`config.mk`:
```
export PLATFORM = sky130hd
export DESIGN_NAME = humidity_sensor_frame_check_convert
export DESIGN_NICKNAME = d
export VERILOG_FILES = /design/src/hdl/hsfcc_pkg.sv /design/src/hdl/humidity_sensor_frame_check_convert.sv
export VERILOG_INCLUDE_DIRS = /design/src /design/src/hdl
export SDC_FILE = /design/constraint.sdc
export NUM_CORES = 1
export LEC_CHECK = 0
export ABC_AREA = 1
export ABC_CLOCK_PERIOD_IN_PS = 15450
export BUFFER_PORTS_ARGS = -buffer_cell sky130_fd_sc_hd__buf_2
export CAP_MARGIN = 25
export CORE_UTILIZATION = 45
export DETAILED_ROUTE_END_ITERATION = 12
export PLACE_DENSITY_LB_ADDON = 0.3
export SLEW_MARGIN = 5
export SYNTH_ARGS = -nofsm -noshare
export SYNTH_HDL_FRONTEND = slang
export SYNTH_SLANG_ARGS = --single-unit
export TNS_END_PERCENT = 20
```
`constraint.sdc`:
```
create_clock -name aclk -period 15.45 [get_ports aclk]
set_input_delay 3.09 -clock aclk [delete_from_list [all_inputs] [get_ports aclk]]
set_output_delay 3.09 -clock aclk [all_outputs]
set_load 0.1 [all_outputs]
```
`src/hdl/assert_macros.svh`:
```
// ----------------------------------------------------------------------------
// Assertion macros
// Shared concurrent assertion wrappers; empty when SYNTHESIS is defined.
// ----------------------------------------------------------------------------
`ifndef ASSERT_MACROS_SVH
`define ASSERT_MACROS_SVH

`ifndef SYNTHESIS
// property must hold at every clock edge outside reset
`define HSF_ASSERT(lbl, clk, rst_n, prop) \
    lbl: assert property (@(posedge clk) disable iff (!rst_n) prop) \
        else $error("assertion failed");
// condition must never be true outside reset
`define HSF_NEVER(lbl, clk, rst_n, cond) \
    lbl: assert property (@(posedge clk) disable iff (!rst_n) !(cond)) \
        else $error("forbidden condition seen");
`else
`define HSF_ASSERT(lbl, clk, rst_n, prop)
`define HSF_NEVER(lbl, clk, rst_n, cond)
`endif

`endif

```
`src/hdl/hsfcc_pkg.sv`:
```
// ----------------------------------------------------------------------------
// hsfcc_pkg
// Constants and types for the humidity sensor frame check and convert block.
// ----------------------------------------------------------------------------
package hsfcc_pkg;

    // CRC-8 over each 16-bit word, MSB first
    localparam logic [7:0]  CRC_POLY   = 8'h31;
    localparam logic [7:0]  CRC_INIT   = 8'hFF;

    // frame layout
    localparam int          FRAME_LAST = 5;

    // conversion constants
    localparam logic [15:0] FULL_SCALE      = 16'hFFFF;
    localparam int          T_SCALE         = 175;
    localparam int          T_OFFSET        = 45;
    localparam int          H_SCALE         = 100;
    localparam int          MICRO_SCALE     = 1000000;
    localparam int          H_MICRO_MUL     = 15625;
    localparam int          H_MICRO_SHIFT   = 10;

    // serial divider: numerator width covers 1000000 * 65534
    localparam int          NUM_W     = 36;
    localparam int          DIV_CNT_W = $clog2(NUM_W);
    localparam int          HM_PROD_W = 30;

    typedef enum logic [1:0] {
        STATUS_OK       = 2'd0,
        STATUS_TEMP_CRC = 2'd1,
        STATUS_HUM_CRC  = 2'd2
    } status_t;

endpackage

```
`src/hdl/humidity_sensor_frame_check_convert.sv`:
```
// ----------------------------------------------------------------------------
// humidity_sensor_frame_check_convert
// Checks the two CRC-8 protected words of a six byte sensor frame and converts
// the last good temperature and humidity samples to whole and micro parts.
// ----------------------------------------------------------------------------
// Data bytes of a word are accepted and then take 8 CRC bit steps each (ST_CRC);
// CRC bytes are compared on acceptance. No byte is accepted while the block is busy
// with the bit-serial CRC, the one-bit-per-cycle divider (three 36 step divisions
// per frame) or a wait for a free output slot.
// Reset (aresetn low, synchronous): position, samples, order bit and the output
// valid are cleared; frame byte storage is not reset.
module humidity_sensor_frame_check_convert
    import hsfcc_pkg::*;
(
    input  logic               aclk,
    input  logic               aresetn,
    // configuration
    input  logic               cfg_wr_en,
    input  logic               cfg_wr_data,
    // input channel
    input  logic               s_valid,
    output logic               s_ready,
    input  logic [7:0]         s_rx_byte,
    // result channel
    output logic               m_valid,
    input  logic               m_ready,
    output logic [1:0]         m_status,
    output logic signed [8:0]  m_temp_whole,
    output logic [19:0]        m_temp_micro,
    output logic [6:0]         m_hum_whole,
    output logic [19:0]        m_hum_micro,
    output logic [15:0]        m_temp_raw,
    output logic [15:0]        m_hum_raw
);

`include "assert_macros.svh"

    typedef enum logic [2:0] {
        ST_IDLE,
        ST_CRC,
        ST_DIV,
        ST_MUL_TM,
        ST_MUL_HM,
        ST_OUT
    } state_t;

    typedef enum logic [1:0] {
        OP_T_WHOLE,
        OP_T_MICRO,
        OP_H_WHOLE
    } div_op_t;

    // control state
    state_t               state_reg, state_next;
    div_op_t              op_reg, op_next;
    logic [2:0]           pos_reg, pos_next;
    logic                 hum_first_reg, hum_first_next;
    logic [2:0]           bit_cnt_reg, bit_cnt_next;
    logic [DIV_CNT_W-1:0] div_cnt_reg, div_cnt_next;
    logic [15:0]          temp_sample_reg, temp_sample_next;
    logic [15:0]          hum_sample_reg, hum_sample_next;
    logic                 m_valid_reg, m_valid_next;

    // datapath
    logic [7:0]           crc_reg, crc_next;
    logic [7:0]           shift_reg, shift_next;
    logic [15:0]          word_a_reg, word_a_next;
    logic [15:0]          word_b_reg, word_b_next;
    logic                 ok_a_reg, ok_a_next;
    status_t              status_reg, status_next;
    logic [NUM_W-1:0]     num_reg, num_next;
    logic [15:0]          rem_reg, rem_next;
    logic [8:0]           tw_reg, tw_next;
    logic [19:0]          tm_reg, tm_next;
    logic [6:0]           hw_reg, hw_next;
    logic [19:0]          hm_reg, hm_next;

    // output registers
    logic [1:0]           m_status_reg, m_status_next;
    logic [8:0]           m_tw_reg, m_tw_next;
    logic [19:0]          m_tm_reg, m_tm_next;
    logic [6:0]           m_hw_reg, m_hw_next;
    logic [19:0]          m_hm_reg, m_hm_next;
    logic [15:0]          m_traw_reg, m_traw_next;
    logic [15:0]          m_hraw_reg, m_hraw_next;

    logic                 s_accept;
    logic                 crc_fb;
    logic [16:0]          rem_shift;
    logic                 div_ge;
    logic [16:0]          rem_sub;
    logic [NUM_W-1:0]     div_quot;
    logic [15:0]          div_rem;
    logic                 ok_b;
    logic                 temp_ok;
    logic                 hum_ok;
    logic [15:0]          temp_word;
    logic [15:0]          hum_word;
    logic [15:0]          temp_new;
    logic [HM_PROD_W-1:0] hm_prod;

    assign s_ready  = (state_reg == ST_IDLE);
    assign s_accept = s_valid && s_ready;

    // one CRC bit step, MSB first
    assign crc_fb = crc_reg[7] ^ shift_reg[7];

    // one restoring division step by the full scale value
    assign rem_shift = {rem_reg, num_reg[NUM_W-1]};
    assign div_ge    = (rem_shift >= {1'b0, FULL_SCALE});
    assign rem_sub   = rem_shift - {1'b0, FULL_SCALE};
    assign div_quot  = {num_reg[NUM_W-2:0], div_ge};
    assign div_rem   = div_ge ? rem_sub[15:0] : rem_shift[15:0];

    // word selection at the last frame byte
    assign ok_b      = (crc_reg == s_rx_byte);
    assign temp_ok   = hum_first_reg ? ok_b : ok_a_reg;
    assign hum_ok    = hum_first_reg ? ok_a_reg : ok_b;
    assign temp_word = hum_first_reg ? word_b_reg : word_a_reg;
    assign hum_word  = hum_first_reg ? word_a_reg : word_b_reg;
    assign temp_new  = (temp_ok && hum_ok) ? temp_word : temp_sample_reg;

    assign hm_prod = HM_PROD_W'(rem_reg) * HM_PROD_W'(H_MICRO_MUL);

    // next state and datapath
    always_comb begin
        state_next       = state_reg;
        op_next          = op_reg;
        pos_next         = pos_reg;
        hum_first_next   = hum_first_reg;
        bit_cnt_next     = bit_cnt_reg;
        div_cnt_next     = div_cnt_reg;
        temp_sample_next = temp_sample_reg;
        hum_sample_next  = hum_sample_reg;
        m_valid_next     = m_valid_reg;
        crc_next         = crc_reg;
        shift_next       = shift_reg;
        word_a_next      = word_a_reg;
        word_b_next      = word_b_reg;
        ok_a_next        = ok_a_reg;
        status_next      = status_reg;
        num_next         = num_reg;
        rem_next         = rem_reg;
        tw_next          = tw_reg;
        tm_next          = tm_reg;
        hw_next          = hw_reg;
        hm_next          = hm_reg;
        m_status_next    = m_status_reg;
        m_tw_next        = m_tw_reg;
        m_tm_next        = m_tm_reg;
        m_hw_next        = m_hw_reg;
        m_hm_next        = m_hm_reg;
        m_traw_next      = m_traw_reg;
        m_hraw_next      = m_hraw_reg;

        if (cfg_wr_en) begin
            hum_first_next = cfg_wr_data;
        end

        // result taken downstream
        if (m_valid_reg && m_ready) begin
            m_valid_next = 1'b0;
        end

        unique case (state_reg)
            ST_IDLE: begin
                if (s_accept) begin
                    pos_next     = pos_reg + 3'd1;
                    shift_next   = s_rx_byte;
                    bit_cnt_next = 3'd7;
                    case (pos_reg)
                        3'd0: begin
                            crc_next          = CRC_INIT;
                            word_a_next[15:8] = s_rx_byte;
                            state_next        = ST_CRC;
                        end
                        3'd1: begin
                            word_a_next[7:0] = s_rx_byte;
                            state_next       = ST_CRC;
                        end
                        3'd2: begin
                            ok_a_next = (crc_reg == s_rx_byte);
                        end
                        3'd3: begin
                            crc_next          = CRC_INIT;
                            word_b_next[15:8] = s_rx_byte;
                            state_next        = ST_CRC;
                        end
                        3'd4: begin
                            word_b_next[7:0] = s_rx_byte;
                            state_next       = ST_CRC;
                        end
                        default: begin
                            // last byte: decide status, update samples, start
                            pos_next = 3'd0;
                            if (!temp_ok) begin
                                status_next = STATUS_TEMP_CRC;
                            end else if (!hum_ok) begin
                                status_next = STATUS_HUM_CRC;
                            end else begin
                                status_next      = STATUS_OK;
                                temp_sample_next = temp_word;
                                hum_sample_next  = hum_word;
                            end
                            num_next     = NUM_W'(temp_new) * NUM_W'(T_SCALE);
                            rem_next     = 16'd0;
                            div_cnt_next = DIV_CNT_W'(NUM_W - 1);
                            op_next      = OP_T_WHOLE;
                            state_next   = ST_DIV;
                        end
                    endcase
                end
            end

            ST_CRC: begin
                crc_next     = {crc_reg[6:0], 1'b0} ^ (crc_fb ? CRC_POLY : 8'h00);
                shift_next   = {shift_reg[6:0], 1'b0};
                bit_cnt_next = bit_cnt_reg - 3'd1;
                if (bit_cnt_reg == 3'd0) begin
                    state_next = ST_IDLE;
                end
            end

            ST_DIV: begin
                num_next     = div_quot;
                rem_next     = div_rem;
                div_cnt_next = div_cnt_reg - DIV_CNT_W'(1);
                if (div_cnt_reg == '0) begin
                    unique case (op_reg)
                        OP_T_WHOLE: begin
                            tw_next    = 9'(div_quot[7:0]) - 9'(T_OFFSET);
                            state_next = ST_MUL_TM;
                        end
                        OP_T_MICRO: begin
                            tm_next      = div_quot[19:0];
                            num_next     = NUM_W'(hum_sample_reg) * NUM_W'(H_SCALE);
                            rem_next     = 16'd0;
                            div_cnt_next = DIV_CNT_W'(NUM_W - 1);
                            op_next      = OP_H_WHOLE;
                        end
                        OP_H_WHOLE: begin
                            hw_next    = div_quot[6:0];
                            state_next = ST_MUL_HM;
                        end
                        default: begin
                            state_next = ST_IDLE;
                        end
                    endcase
                end
            end

            ST_MUL_TM: begin
                num_next     = NUM_W'(rem_reg) * NUM_W'(MICRO_SCALE);
                rem_next     = 16'd0;
                div_cnt_next = DIV_CNT_W'(NUM_W - 1);
                op_next      = OP_T_MICRO;
                state_next   = ST_DIV;
            end

            ST_MUL_HM: begin
                hm_next    = hm_prod[HM_PROD_W-1:H_MICRO_SHIFT];
                state_next = ST_OUT;
            end

            ST_OUT: begin
                // wait for a free output slot
                if (!m_valid_reg || m_ready) begin
                    m_valid_next  = 1'b1;
                    m_status_next = status_reg;
                    m_tw_next     = tw_reg;
                    m_tm_next     = tm_reg;
                    m_hw_next     = hw_reg;
                    m_hm_next     = hm_reg;
                    m_traw_next   = temp_sample_reg;
                    m_hraw_next   = hum_sample_reg;
                    state_next    = ST_IDLE;
                end
            end

            default: begin
                state_next = ST_IDLE;
            end
        endcase
    end

    // state and registered outputs
    always_ff @(posedge aclk) begin
        if (!aresetn) begin
            state_reg       <= ST_IDLE;
            op_reg          <= OP_T_WHOLE;
            pos_reg         <= 3'd0;
            hum_first_reg   <= 1'b0;
            bit_cnt_reg     <= 3'd0;
            div_cnt_reg     <= '0;
            temp_sample_reg <= 16'd0;
            hum_sample_reg  <= 16'd0;
            m_valid_reg     <= 1'b0;
        end else begin
            state_reg       <= state_next;
            op_reg          <= op_next;
            pos_reg         <= pos_next;
            hum_first_reg   <= hum_first_next;
            bit_cnt_reg     <= bit_cnt_next;
            div_cnt_reg     <= div_cnt_next;
            temp_sample_reg <= temp_sample_next;
            hum_sample_reg  <= hum_sample_next;
            m_valid_reg     <= m_valid_next;
        end
        crc_reg      <= crc_next;
        shift_reg    <= shift_next;
        word_a_reg   <= word_a_next;
        word_b_reg   <= word_b_next;
        ok_a_reg     <= ok_a_next;
        status_reg   <= status_next;
        num_reg      <= num_next;
        rem_reg      <= rem_next;
        tw_reg       <= tw_next;
        tm_reg       <= tm_next;
        hw_reg       <= hw_next;
        hm_reg       <= hm_next;
        m_status_reg <= m_status_next;
        m_tw_reg     <= m_tw_next;
        m_tm_reg     <= m_tm_next;
        m_hw_reg     <= m_hw_next;
        m_hm_reg     <= m_hm_next;
        m_traw_reg   <= m_traw_next;
        m_hraw_reg   <= m_hraw_next;
    end

    assign m_valid      = m_valid_reg;
    assign m_status     = m_status_reg;
    assign m_temp_whole = m_tw_reg;
    assign m_temp_micro = m_tm_reg;
    assign m_hum_whole  = m_hw_reg;
    assign m_hum_micro  = m_hm_reg;
    assign m_temp_raw   = m_traw_reg;
    assign m_hum_raw    = m_hraw_reg;

    // checks
    `HSF_NEVER(a_pos_range, aclk, aresetn, pos_reg > 3'(FRAME_LAST))
    `HSF_ASSERT(a_samples_hold, aclk, aresetn, (!(s_accept && pos_reg == 3'(FRAME_LAST))) |=> ($stable(temp_sample_reg) && $stable(hum_sample_reg)))
    `HSF_ASSERT(a_result_source, aclk, aresetn, $rose(m_valid_reg) |-> $past(state_reg == ST_OUT))
    `HSF_ASSERT(a_no_result_overwrite, aclk, aresetn, (m_valid_reg && !m_ready) |=> ($stable(m_status_reg) && $stable(m_traw_reg) && $stable(m_hraw_reg)))

endmodule

```
==> impl_metrics.py <==
metrics = {
    "status": {
        "status": "finished, final reports clean",
    },
    "routing": {
        "drtIter0Drc": 1051,
        "num_vias": 16380,
        "drtPass1Iterations": 8,
        "ant_nets": 0,
        "via_per_inst": 5.115,
        "wl_per_cell_um": 16.93,
        "drc": 0,
        "drt-total-wl_mm": 54.23,
    },
    "floorplan": {
        "die_width_um": 223.1,
        "die_area_um2": 49780,
        "start_util": 0.4589,
        "ios": 106,
        "core-area_um2": 47950,
        "chipHeight_um": 223.1,
        "num_rows": 80,
    },
    "grt": {
        "grt_pass1_vias": 16340,
        "grt_antenna_before_repair": 0,
        "grt_overflow_total": 0,
        "grt_start_max_net_pins": 71,
        "track_usage": 0.2237,
        "grt_pass1_wl_mm": 86.89,
    },
    "logic_synthesis": {
        "seq_area_frac_synth": 0.3862,
        "netlist_instances": 2452,
        "synthTopCellsByCount": "nand2_1, inv_1, ha_1, edfxtp_1, nand3_1",
        "syn_nets": 2828,
        "synth.distinct_cells": 51,
        "synth_ff_type": "edfxtp_1",
        "ys_seq_elements": 300,
        "synth_warnings": 0,
        "synth_edf_count": 249,
        "yosysMostFrequentCell": "nand2_1",
        "syn_avg_cell_area_um2": 8.973,
        "synth_area_leaders": "edfxtp_1, ha_1, nand2_1",
        "syn_area_um2": 22000,
        "post-synth-top-area-cell": "edfxtp_1",
        "synth_top_area_frac": 0.3398,
        "async_reset_ff_frac": 0,
    },
    "timing": {
        "setup_viol": 0,
        "drv_slew": 0,
        "hold_viol": 0,
        "worstMarginPinSlew_ns": 1.101,
        "tns_ns": 0,
        "clock.fmax_ghz": 0.1157,
        "grt_setup_unrepaired": "false",
        "fin_crit_ns": 8.643,
        "fin_crit_sh": 0.5594,
        "fin_skew_ns": 0.01959,
        "slew_headroom": 0.2631,
    },
    "place": {
        "post-dp-hpwl_mm": 42.96,
        "port_buffers": 105,
        "gp_congestion": 0.9065,
    },
    "worst_setup_path": {
        "cp_cell_sequence": "buf_2 -> xnor2_1 -> nand4_2 -> nor2_4 -> nand2_1 -> buf_4 -> o21ai_0 -> ha_1 -> fa_1 -> fa_1 -> inv_1 -> fa_1 -> inv_1 -> ha_1 -> nand2_1 -> inv_1 -> a21oi_1 -> nand3_1 -> or2_2 -> nand3_1 -> nand3_1",
        "r2r_cells": 20,
        "cp_max_fo": 32,
        "cpPeakStageDelay_ns": 0.59,
        "critical_path_arrival_ns": 8.93,
        "path_class": "input pin to register",
        "endpoint_kind": "register",
        "slowest_stage": "nor2_4",
        "cp_data_required_time_ns": 15.73,
        "crit_path_start_kind": "input pin",
    },
    "clocking": {
        "cts_hold_buf": 0,
        "cts_tree": "done",
        "cts_resized": 0,
        "cts_buffer_depth": 3,
        "cts_setup_buffers": 0,
        "path_clk_slew_ns": 0.07,
        "numCtsBuffers": 34,
        "htreeDepth": 2,
        "clkLatencyLatePin_ns": 0.55,
        "cts.sinks": 300,
        "root_buffer": "clkbuf_16",
    },
    "cells_and_area": {
        "diodes": 0,
        "fin_nets": 2940,
        "drive_above_1_share": 0.09196,
        "fillers": 4437,
        "largest_reg_flops": 36,
        "area_growth_pct": 10.61,
    },
    "job": {
        "drv_cap": 0,
    },
    "min_path": {
        "hp-class": "register to register",
        "whs_path_depth": 0,
    },
}
[cell type report]
cell class | instances | area, µm² | share of cell area
clock buffers | 40 | 894.6 | 0.03676
repair buffers | 119 | 654.4 | 0.02689
clock inverters | 20 | 236.5 | 0.009717
inverters | 460 | 1727 | 0.07095
well taps | 615 | 769.5 | 0.03162
multi-input cells | 1649 | 11550 | 0.4748
flip-flops and latches | 300 | 8499 | 0.3493
[stage by stage]
step / setup WS, ns / hold slack (ns) / cell area, µm² / util / std cells
floorplan: 3.058 / 0.4003 / 22000 / - / 2452
global placement: 6.204 / 0.4004 / 23160 / 0.4830 / 3140
detailed placement: 5.977 / 0.4045 / 23170 / 0.4832 / 3141
CTS: 6.573 / 0.4177 / 24300 / 0.5068 / 3201
global route: 6.342 / 0.4214 / 24340 / 0.5076 / 3203
finish: 6.807 / 0.4167 / 24340 / 0.5076 / 3203
[metal layers]
metal | share of wire | GRT usage | wire (µm) | up-vias
met5 | 0 | 0 | 0 | -
met4 | 0.028 | 0.06986 | 1525 | 0
met3 | 0.062 | 0.04623 | 3366 | 80
met2 | 0.44 | 0.3500 | 23670 | 404
met1 | 0.47 | 0.3108 | 25670 | 7732
li1 | - | - | - | 8168
[final timing paths]
kind / startpoint / endpoint / slack [ns]
worst max-delay path: s_rx_byte[0] / num_reg[12] / 6.81
worst min-delay path: tm_reg[6] / m_temp_micro[6] / 0.42
worst max register to register: crc_reg[4] / num_reg[12] / 9.07
worst min register to register: tm_reg[6] / m_temp_micro[6] / 0.42
[worst max-delay path: cells and delay by family]
family          cells  cell delay [ns]
compound gates      2             0.60
buf+inv             5             0.67
fa+ha+maj           5             2.27
xor+xnor            1             0.21
simple gates        8             2.06
[logic make-up (layout without fill, tap and decap cells)]
kind of cell	count (synthesis)	in the layout	synth area share
xor gates and xnor gates	34	34	0.01353
muxes	27	27	0.01228
buffers and inverters	503	639	0.08911
adders and majority gates	362	362	0.2441
DFF	300	300	0.3862
AOI/OAI and AO/OA	203	203	0.05493
and+or+nand+nor	1023	1023	0.1998
[cells in the final DEF (no fill, tap or decap), types with 10 or more instances in the layout]
master	n
a21oi_1	89
mux2i_1	27
or2_2	20
buf_2	105
ha_1	250
inv_1	457
edfxtp_1	249
nor2_1	118
buf_4	11
and2_1	23
xor2_1	22
nand2_2	10
fa_1	112
xnor2_1	12
o21ai_0	55
nor3_1	17
nand4_1	39
clkbuf_16	35
nand3b_1	12
nand3_1	142
nand2_1	626
dfxtp_1	50
a21oi_2	20
Power is left out: the tool's default activity adds up to more than one toggle a clock period on the data nets, which glitch-free logic cannot reach.
